**src/sv/selective_repeat_receiver_defines.svh**
```systemverilog
// Assertion macros for the selective-repeat receiver.
// Used by the top level only; needs no other file.
`ifndef SELECTIVE_REPEAT_RECEIVER_DEFINES_SVH
`define SELECTIVE_REPEAT_RECEIVER_DEFINES_SVH

// Check that a condition implies another in the same cycle.
`define SRR_ASSERT_IMPL(label, clk, rst, ante, cons, msg) \
  label: assert property (@(posedge clk) disable iff (rst) (ante) |-> (cons)) \
    else $error(msg);

// Check that a condition implies another in the following cycle.
`define SRR_ASSERT_NEXT(label, clk, rst, ante, cons, msg) \
  label: assert property (@(posedge clk) disable iff (rst) (ante) |=> (cons)) \
    else $error(msg);

`endif

```
**src/sv/srr_pkg.sv**
```systemverilog
// Shared constants, result codes and control structs of the receiver.
// No dependencies; every other file but the assertion-macro header imports it.
package srr_pkg;

  localparam int WINDOW_SLOTS = 8;
  localparam int SEQ_BITS     = 16;
  localparam int PAYLOAD_BITS = 32;
  localparam int SLOT_BITS    = $clog2(WINDOW_SLOTS);

  localparam logic [SEQ_BITS-1:0] SLOTS_SEQ = SEQ_BITS'(WINDOW_SLOTS);

  typedef logic [SEQ_BITS-1:0]     seq_t;
  typedef logic [PAYLOAD_BITS-1:0] payload_t;
  typedef logic [SLOT_BITS-1:0]    slot_idx_t;
  typedef logic [1:0]              kind_t;

  localparam kind_t KIND_DELIVER = 2'd0;
  localparam kind_t KIND_ACK     = 2'd1;
  localparam kind_t KIND_DISCARD = 2'd2;

  // Controller to datapath commands.
  typedef struct packed {
    logic load_frame;
    logic write_slot;
    logic emit_deliver;
    logic emit_ack;
    logic emit_discard;
  } srr_cmd_t;

  // Datapath to controller status.
  typedef struct packed {
    logic in_window;
    logic is_behind;
    logic head_filled;
    logic out_free;
  } srr_status_t;

endpackage

```
**src/sv/srr_frame_if.sv**
```systemverilog
// Input channel carrying one arriving frame per transaction.
// Depends on srr_pkg.
interface srr_frame_if
  import srr_pkg::*;
();
  logic     valid;
  logic     ready;
  seq_t     frame_seq;
  payload_t frame_payload;

  modport source (output valid, output frame_seq, output frame_payload, input ready);
  modport sink   (input valid, input frame_seq, input frame_payload, output ready);
endinterface

```
**src/sv/srr_result_if.sv**
```systemverilog
// Output channel carrying one result per transaction.
// Depends on srr_pkg.
interface srr_result_if
  import srr_pkg::*;
();
  logic     valid;
  logic     ready;
  kind_t    result_kind;
  seq_t     result_seq;
  payload_t result_payload;
  logic     result_last;

  modport source (output valid, output result_kind, output result_seq,
                  output result_payload, output result_last, input ready);
  modport sink   (input valid, input result_kind, input result_seq,
                  input result_payload, input result_last, output ready);
endinterface

```
**src/sv/srr_ctrl.sv**
```systemverilog
// Sequencing state machine of the receiver: accept, classify, drain.
// Depends on srr_pkg; drives commands into srr_datapath.
module srr_ctrl
  import srr_pkg::*;
(
  input  logic        clk,
  input  logic        rst,
  input  logic        frame_valid,
  output logic        frame_ready,
  input  srr_status_t stat,
  output srr_cmd_t    cmd
);

  localparam logic [1:0] ST_IDLE     = 2'd0;
  localparam logic [1:0] ST_CLASSIFY = 2'd1;
  localparam logic [1:0] ST_DRAIN    = 2'd2;

  logic [1:0] state;
  logic [1:0] state_next;

  always_ff @(posedge clk) begin
    if (rst) begin
      state <= ST_IDLE;
    end else begin
      state <= state_next;
    end
  end

  always_comb begin
    state_next  = state;
    cmd         = '0;
    frame_ready = 1'b0;
    unique case (state)
      ST_IDLE: begin
        frame_ready = 1'b1;
        if (frame_valid) begin
          cmd.load_frame = 1'b1;
          state_next     = ST_CLASSIFY;
        end
      end
      ST_CLASSIFY: begin
        priority if (stat.in_window) begin
          cmd.write_slot = 1'b1;
          state_next     = ST_DRAIN;
        end else if (stat.out_free) begin
          cmd.emit_ack     = stat.is_behind;
          cmd.emit_discard = !stat.is_behind;
          state_next       = ST_IDLE;
        end else begin
          // Hold until the result register frees.
          state_next = ST_CLASSIFY;
        end
      end
      ST_DRAIN: begin
        if (stat.out_free) begin
          if (stat.head_filled) begin
            cmd.emit_deliver = 1'b1;
          end else begin
            cmd.emit_ack = 1'b1;
            state_next   = ST_IDLE;
          end
        end
      end
      default: begin
        state_next = ST_IDLE;
      end
    endcase
  end

endmodule

```
**src/sv/srr_datapath.sv**
```systemverilog
// Window base, slot store with filled marks, and the result register.
// Depends on srr_pkg; commanded by srr_ctrl.
module srr_datapath
  import srr_pkg::*;
(
  input  logic        clk,
  input  logic        rst,
  input  srr_cmd_t    cmd,
  output srr_status_t stat,
  input  seq_t        frame_seq,
  input  payload_t    frame_payload,
  input  logic        result_ready,
  output logic        result_valid,
  output kind_t       result_kind,
  output seq_t        result_seq,
  output payload_t    result_payload,
  output logic        result_last
);

  seq_t                      base;
  logic [WINDOW_SLOTS-1:0]   filled;
  payload_t                  slot_store [WINDOW_SLOTS];
  seq_t                      cur_seq;
  payload_t                  cur_payload;

  seq_t      ahead;
  seq_t      behind;
  slot_idx_t frame_slot;
  slot_idx_t base_slot;
  logic      emit_any;

  assign ahead      = cur_seq - base;
  assign behind     = base - cur_seq;
  assign frame_slot = SLOT_BITS'(cur_seq % WINDOW_SLOTS);
  assign base_slot  = SLOT_BITS'(base % WINDOW_SLOTS);
  assign emit_any   = cmd.emit_deliver || cmd.emit_ack || cmd.emit_discard;

  assign stat.in_window   = (ahead < SLOTS_SEQ);
  assign stat.is_behind   = (behind != '0) && (behind <= SLOTS_SEQ);
  assign stat.head_filled = filled[base_slot];
  assign stat.out_free    = !result_valid || result_ready;

  // Hold the frame under work.
  always_ff @(posedge clk) begin
    if (cmd.load_frame) begin
      cur_seq     <= frame_seq;
      cur_payload <= frame_payload;
    end
  end

  // Slot payloads need no reset: a slot is only read once marked.
  always_ff @(posedge clk) begin
    if (cmd.write_slot) begin
      slot_store[frame_slot] <= cur_payload;
    end
  end

  always_ff @(posedge clk) begin
    if (rst) begin
      base   <= '0;
      filled <= '0;
    end else begin
      if (cmd.write_slot) begin
        filled[frame_slot] <= 1'b1;
      end
      if (cmd.emit_deliver) begin
        filled[base_slot] <= 1'b0;
        base              <= base + 1'b1;
      end
    end
  end

  always_ff @(posedge clk) begin
    if (rst) begin
      result_valid <= 1'b0;
    end else if (emit_any) begin
      result_valid <= 1'b1;
    end else if (result_ready) begin
      result_valid <= 1'b0;
    end
  end

  always_ff @(posedge clk) begin
    if (cmd.emit_deliver) begin
      result_kind    <= KIND_DELIVER;
      result_seq     <= base;
      result_payload <= slot_store[base_slot];
      result_last    <= 1'b0;
    end else if (cmd.emit_ack || cmd.emit_discard) begin
      result_kind    <= cmd.emit_ack ? KIND_ACK : KIND_DISCARD;
      result_seq     <= cur_seq;
      result_payload <= '0;
      result_last    <= 1'b1;
    end
  end

endmodule

```
**src/sv/selective_repeat_receiver.sv**
```systemverilog
// Selective-repeat ARQ receiver. Each frame transaction on the frame channel
// carries a sequence number and a payload word. A number inside the window
// [base, base + WINDOW_SLOTS) modulo 2^SEQ_BITS has its payload stored in
// slot (number mod WINDOW_SLOTS); every consecutive filled slot from the base
// is then delivered in order (kind deliver, last low), and an acknowledgement
// of the frame's number closes the burst (last high). A number up to
// WINDOW_SLOTS below the base is acknowledged again with no change of state;
// any other number gives one discard result. One frame is handled at a time:
// the next frame is not accepted until the last result of the current one is
// loaded. The drain sequencer walks the base one slot per cycle into the
// single result register while that register is free; back-pressure on the
// result channel stalls it. No clearing pass is needed after reset.
// Depends on srr_pkg, srr_frame_if, srr_result_if, srr_ctrl, srr_datapath
// and selective_repeat_receiver_defines.svh.
`include "selective_repeat_receiver_defines.svh"

module selective_repeat_receiver
  import srr_pkg::*;
(
  input  logic       clk,
  input  logic       rst,
  srr_frame_if.sink  frame,
  srr_result_if.source result
);

  srr_cmd_t    cmd;
  srr_status_t stat;

  // Controller: decide what the datapath does each cycle.
  srr_ctrl u_ctrl (
    .clk         (clk),
    .rst         (rst),
    .frame_valid (frame.valid),
    .frame_ready (frame.ready),
    .stat        (stat),
    .cmd         (cmd)
  );

  // Datapath: window base, slot store and result register.
  srr_datapath u_datapath (
    .clk            (clk),
    .rst            (rst),
    .cmd            (cmd),
    .stat           (stat),
    .frame_seq      (frame.frame_seq),
    .frame_payload  (frame.frame_payload),
    .result_ready   (result.ready),
    .result_valid   (result.valid),
    .result_kind    (result.result_kind),
    .result_seq     (result.result_seq),
    .result_payload (result.result_payload),
    .result_last    (result.result_last)
  );

  // Only one frame is in work: no accept straight after an accept.
  `SRR_ASSERT_NEXT(a_one_frame, clk, rst, frame.valid && frame.ready, !frame.ready, "frame accepted while busy")
  // A delivery shows up next cycle as a non-final deliver result.
  `SRR_ASSERT_NEXT(a_deliver_out, clk, rst, cmd.emit_deliver, result.valid && result.result_kind == KIND_DELIVER && !result.result_last, "delivery lost")
  // At most one result is loaded per cycle, and only into a free register.
  `SRR_ASSERT_IMPL(a_one_emit, clk, rst, cmd.emit_deliver || cmd.emit_ack || cmd.emit_discard, $onehot({cmd.emit_deliver, cmd.emit_ack, cmd.emit_discard}) && stat.out_free, "result register overrun")
  // A slot is written only for a frame inside the window.
  `SRR_ASSERT_IMPL(a_write_in_window, clk, rst, cmd.write_slot, stat.in_window && !cmd.load_frame, "slot written outside window")

endmodule
```
**src/flat_wrapper.sv**
```systemverilog
// flat-port wrapper written by rule: the top's interface ports become plain ports
module selective_repeat_receiver_flat import srr_pkg::*;
  (clk, rst, frame_valid, frame_frame_seq, frame_frame_payload, frame_ready, result_valid, result_result_kind, result_result_seq, result_result_payload, result_result_last, result_ready);
  srr_frame_if frame_i ();
  srr_result_if result_i ();
  input  logic clk;
  input  logic rst;
  input wire logic [$bits(frame_i.valid)-1:0] frame_valid;
  input wire logic [$bits(frame_i.frame_seq)-1:0] frame_frame_seq;
  input wire logic [$bits(frame_i.frame_payload)-1:0] frame_frame_payload;
  output wire logic [$bits(frame_i.ready)-1:0] frame_ready;
  output wire logic [$bits(result_i.valid)-1:0] result_valid;
  output wire logic [$bits(result_i.result_kind)-1:0] result_result_kind;
  output wire logic [$bits(result_i.result_seq)-1:0] result_result_seq;
  output wire logic [$bits(result_i.result_payload)-1:0] result_result_payload;
  output wire logic [$bits(result_i.result_last)-1:0] result_result_last;
  input wire logic [$bits(result_i.ready)-1:0] result_ready;
  assign frame_i.valid = frame_valid;
  assign frame_i.frame_seq = frame_frame_seq;
  assign frame_i.frame_payload = frame_frame_payload;
  assign frame_ready = frame_i.ready;
  assign result_valid = result_i.valid;
  assign result_result_kind = result_i.result_kind;
  assign result_result_seq = result_i.result_seq;
  assign result_result_payload = result_i.result_payload;
  assign result_result_last = result_i.result_last;
  assign result_i.ready = result_ready;
  selective_repeat_receiver u_core (.clk(clk), .rst(rst), .frame(frame_i), .result(result_i));
endmodule
```
**config.mk**
```make
export PLATFORM = sky130hd
export DESIGN_NAME = selective_repeat_receiver_flat
export DESIGN_NICKNAME = d
export VERILOG_FILES = /design/src/sv/srr_pkg.sv /design/src/sv/srr_frame_if.sv /design/src/sv/srr_result_if.sv /design/src/sv/srr_ctrl.sv /design/src/sv/srr_datapath.sv /design/src/sv/selective_repeat_receiver.sv /design/src/flat_wrapper.sv
export VERILOG_INCLUDE_DIRS = /design/src /design/src/sv
export SDC_FILE = /design/constraint.sdc
export NUM_CORES = 1
export LEC_CHECK = 0
export ABC_AREA = 0
export BUFFER_PORTS_ARGS = -buffer_cell sky130_fd_sc_hd__buf_4
export CAP_MARGIN = 20
export CORE_MARGIN = 1
export CORE_UTILIZATION = 60
export DETAILED_ROUTE_END_ITERATION = 7
export MAX_ROUTING_LAYER = met4
export PLACE_DENSITY = 0.86
export SLEW_MARGIN = 30
export SYNTH_ARGS = -nofsm -noshare
export SYNTH_HDL_FRONTEND = slang
export SYNTH_SLANG_ARGS = --single-unit
```
**constraint.sdc**
```tcl
create_clock -name clk -period 10.11 [get_ports clk]
set_clock_uncertainty 0.1 [all_clocks]
set_input_delay 2.022 -clock clk [delete_from_list [all_inputs] [get_ports clk]]
set_output_delay 2.022 -clock clk [all_outputs]
set_load 0.1 [all_outputs]
```
==> results_dict.tcl <==
set metrics [dict create \
    grt_usage_pct 27.9 \
    syn-cell-area_um2 16000 \
    cts_buffer_depth 3 \
    ys_top_cells_by_area "edfxtp_1, mux4_2, dfxtp_1, ha_1, mux2i_1" \
    syn_nets 1062 \
    dp_hpwl_um 20600 \
    switching_share_pct 24.4 \
    dieHeight_um 165 \
    crit_required_ns 10.25 \
    final.setup.tns_ns 0 \
    clkPwrFrac_pct 39.6 \
    drc 18 \
    cts.clk_slew.worst_paths_ns 0.06 \
    slew_viol_final 0 \
    cts_root_buffer "clkbuf_16" \
    die_width_um 165 \
    synth_top_area_share_pct 66.1 \
    post-route-min-period_ns 4.91 \
    regArea_um2 11200 \
    async_reset_ff_share_pct 0 \
    syn_inst 976 \
    violations "design-rule violations" \
    cp.arrival_ns 5.05 \
    wl_per_cell_um 24.8 \
    p_per_area_nw_per_um2 188 \
    grt_pass1_wl_um 53400 \
    worstSetupPathType "reg2reg" \
    synth_common_cells "edfxtp_1, nor2_1, mux4_2" \
    path_delay_family "simple AND/OR/NAND/NOR gates" \
    cts-buffers-inserted 38 \
    ant_nets 0 \
    multiInputGateArea_um2 4440 \
    pwr-share-comb_pct 8.2 \
    hold_viol 0 \
    min_period_over_period_pct 48.6 \
    worstPathCellList "inv_1 > ha_1 > and3_4 > o21a_2 > nor3_1 > mux2i_1 > nand4bb_1 > or4_4 > nor4_4 > nand2_1 > nor2_4 > buf_16" \
    synthDistinctLibCells 71 \
    cts_hold_buffers 0 \
    final_cells 1452 \
    ys.flop_type "edfxtp_1" \
    p_leak_nw 6.20 \
    critPathLaunch "u_core.u_datapath.base[2]" \
    firstDrtPassIters 7 \
    setup_viol 0 \
    drt_wl_total_um 36000 \
    timing.fmax_ghz 0.203 \
    insertedDiodeCount 0 \
    rsz0062_at_grt "false" \
    globalplace.congestion 0.956 \
    status "complete, but fails checks" \
    peakVddDrop_mv 0.162 \
    final_util_pct 70.6 \
    fillers 1593 \
    place_ws_ns 5.26 \
    postCtsSetupBuffers 0 \
    design_area_um2 18400 \
    grt_pass1_vias 9210 \
    reg2reg_from "u_core.u_datapath.base[2]" \
    grt_max_degree 65 \
    slew_headroom_pct 38.0 \
    synth_edf_count 352 \
    pwr-share-seq_pct 52.2 \
    path_max_fanout 17 \
    max_cap_viol_count 0 \
    fp.dieArea_um2 27300 \
    drt_iter0_markers 1067 \
    pin_count 105 \
    synth_top_cell_by_area "edfxtp_1" \
    p_int_mw 2.63 \
    cp-start-kind "flip-flop" \
    crit_buf_inv 2 \
    hp-class "reg2reg" \
    tightest_slew_ns 0.930 \
    syn_avg_cell_area_um2 16.4 \
    start_util_pct 61.2 \
    grt_overflow 0 \
    synth-seq-cells 385 \
    drive_gt1_share_pct 23.7 \
    crit_path_top_delay_cell "nor2_4" \
    h-tree-depth 2 \
    syn_to_final_growth_pct 15.3 \
    cts_tree "done" \
    cts.sinks 385 \
    post-synth-top-count-cell "edfxtp_1" \
    power_switching_mw 0.847 \
    via_count 9174 \
    core_um2 26100 \
    seq_area_frac_synth_pct 70.2 \
    std_cell_rows 59 \
    fin_ws_ns 5.20 \
    hp-start "u_core.u_ctrl.state[0]" \
    slowest_delay_ns 0.64 \
    io_buffers 104 \
    cp-end-kind "flip-flop" \
    clk_latency_ns 0.55 \
    dp.cells 1384 \
    layout.nets 1175 \
    viasPerCell 6.32 \
    antenna_found_initial 0 \
    place_area_um2 17200 \
    ctsResizeCount 0 \
    yosysWarnings 0 \
]
==> state kept, by name, indices dropped and copies added, names as in the netlist, 2 cells and up, named ones only <==
signal and flops:
u_core.u_datapath.filled 8, u_core.u_datapath.cur_payload 32, u_core.u_datapath.result_payload 32, u_core.u_ctrl.state 2, u_core.u_datapath.slot_store 256, u_core.u_datapath.base 16
u_core.u_datapath.result_seq 16, u_core.u_datapath.result_kind 2, u_core.u_datapath.cur_seq 16
==> cell families after synthesis <==
kind of cell | synth area share, %
AO/OA/AOI/OAI | 5.34
buffers and inverters | 2.38
multiplexers | 11.6
AND/OR/NAND/NOR | 6.51
flip-flops | 70.2
XOR/XNOR | 1.31
adder cells (fa/ha/maj) | 2.66
==> layer usage <==
layer	wire length (µm)	GRT usage, %	vias to the layer above
met4	1000	10.2	0
met5	0	-	-
met1	14200	35.3	4631
met2	18300	45.9	460
met3	2460	4.42	81
li1	-	-	4002
==> worst reg2reg max path: cells and delay by family (launching register included) <==
| kind | cells | cell delay (ns) |
|---|---|---|
| muxes | 1 | 0.28 |
| buffers and inverters | 2 | 0.39 |
| AOI/OAI and AO/OA | 1 | 0.14 |
| DFF | 1 | 0.61 |
| and+or+nand+nor | 7 | 2.68 |
| adders and majority gates | 1 | 0.43 |
==> placed cells by master, fill, tap and decap left out, types with 11 or more instances in the layout <==
cell type    n
inv_1       43
xnor2_1     18
clkbuf_16   38
nor3_1      13
o21ai_0     31
a21oi_1     28
mux4_2      66
dfxtp_1     30
mux2i_1     35
nand2_1     54
nor2_1      76
nand3_1     11
edfxtp_1   352
ha_1        34
buf_4      115
==> cell type report <==
cell class                 instances  area share, %
sequential                       385           60.9
multi-input combinational        502           24.1
clock buffer                      48           5.36
timing repair buffer             119           5.28
tap                              335           2.27
clock inverter                    20           1.18
inverter                          43          0.875
==> worst paths after layout <==
path	slack, ns	cells past startpoint	to
worst max-delay path	5.20	12	u_core.u_datapath.slot_store[4][15]
worst min-delay path	0.42	2	u_core.u_ctrl.state[0]
worst max register to register	5.20	12	u_core.u_datapath.slot_store[4][15]
worst min register to register	0.42	2	u_core.u_ctrl.state[0]
==> metrics by stage <==
stage / power [mW] / hold WS, ns
6_report: 3.47 / 0.419
3_5_place_dp: 2.13 / 0.396
5_1_grt: 3.57 / 0.444
3_3_place_gp: 2.12 / 0.396
4_1_cts: 3.49 / 0.417
2_1_floorplan: 2.05 / 0.384
==> power groups by stage <==
| stage | Combinational (mW) | Sequential (mW) | Clock (mW) |
|---|---|---|---|
| after floorplan | 0.0780 | 1.97 | 0 |
| after global placement | 0.278 | 1.84 | 0 |
| after detailed placement | 0.282 | 1.85 | 0 |
| after CTS | 0.284 | 1.81 | 1.39 |
| after global routing | 0.297 | 1.82 | 1.45 |
| final | 0.285 | 1.81 | 1.37 |
Power figures use the tool's default switching activity.
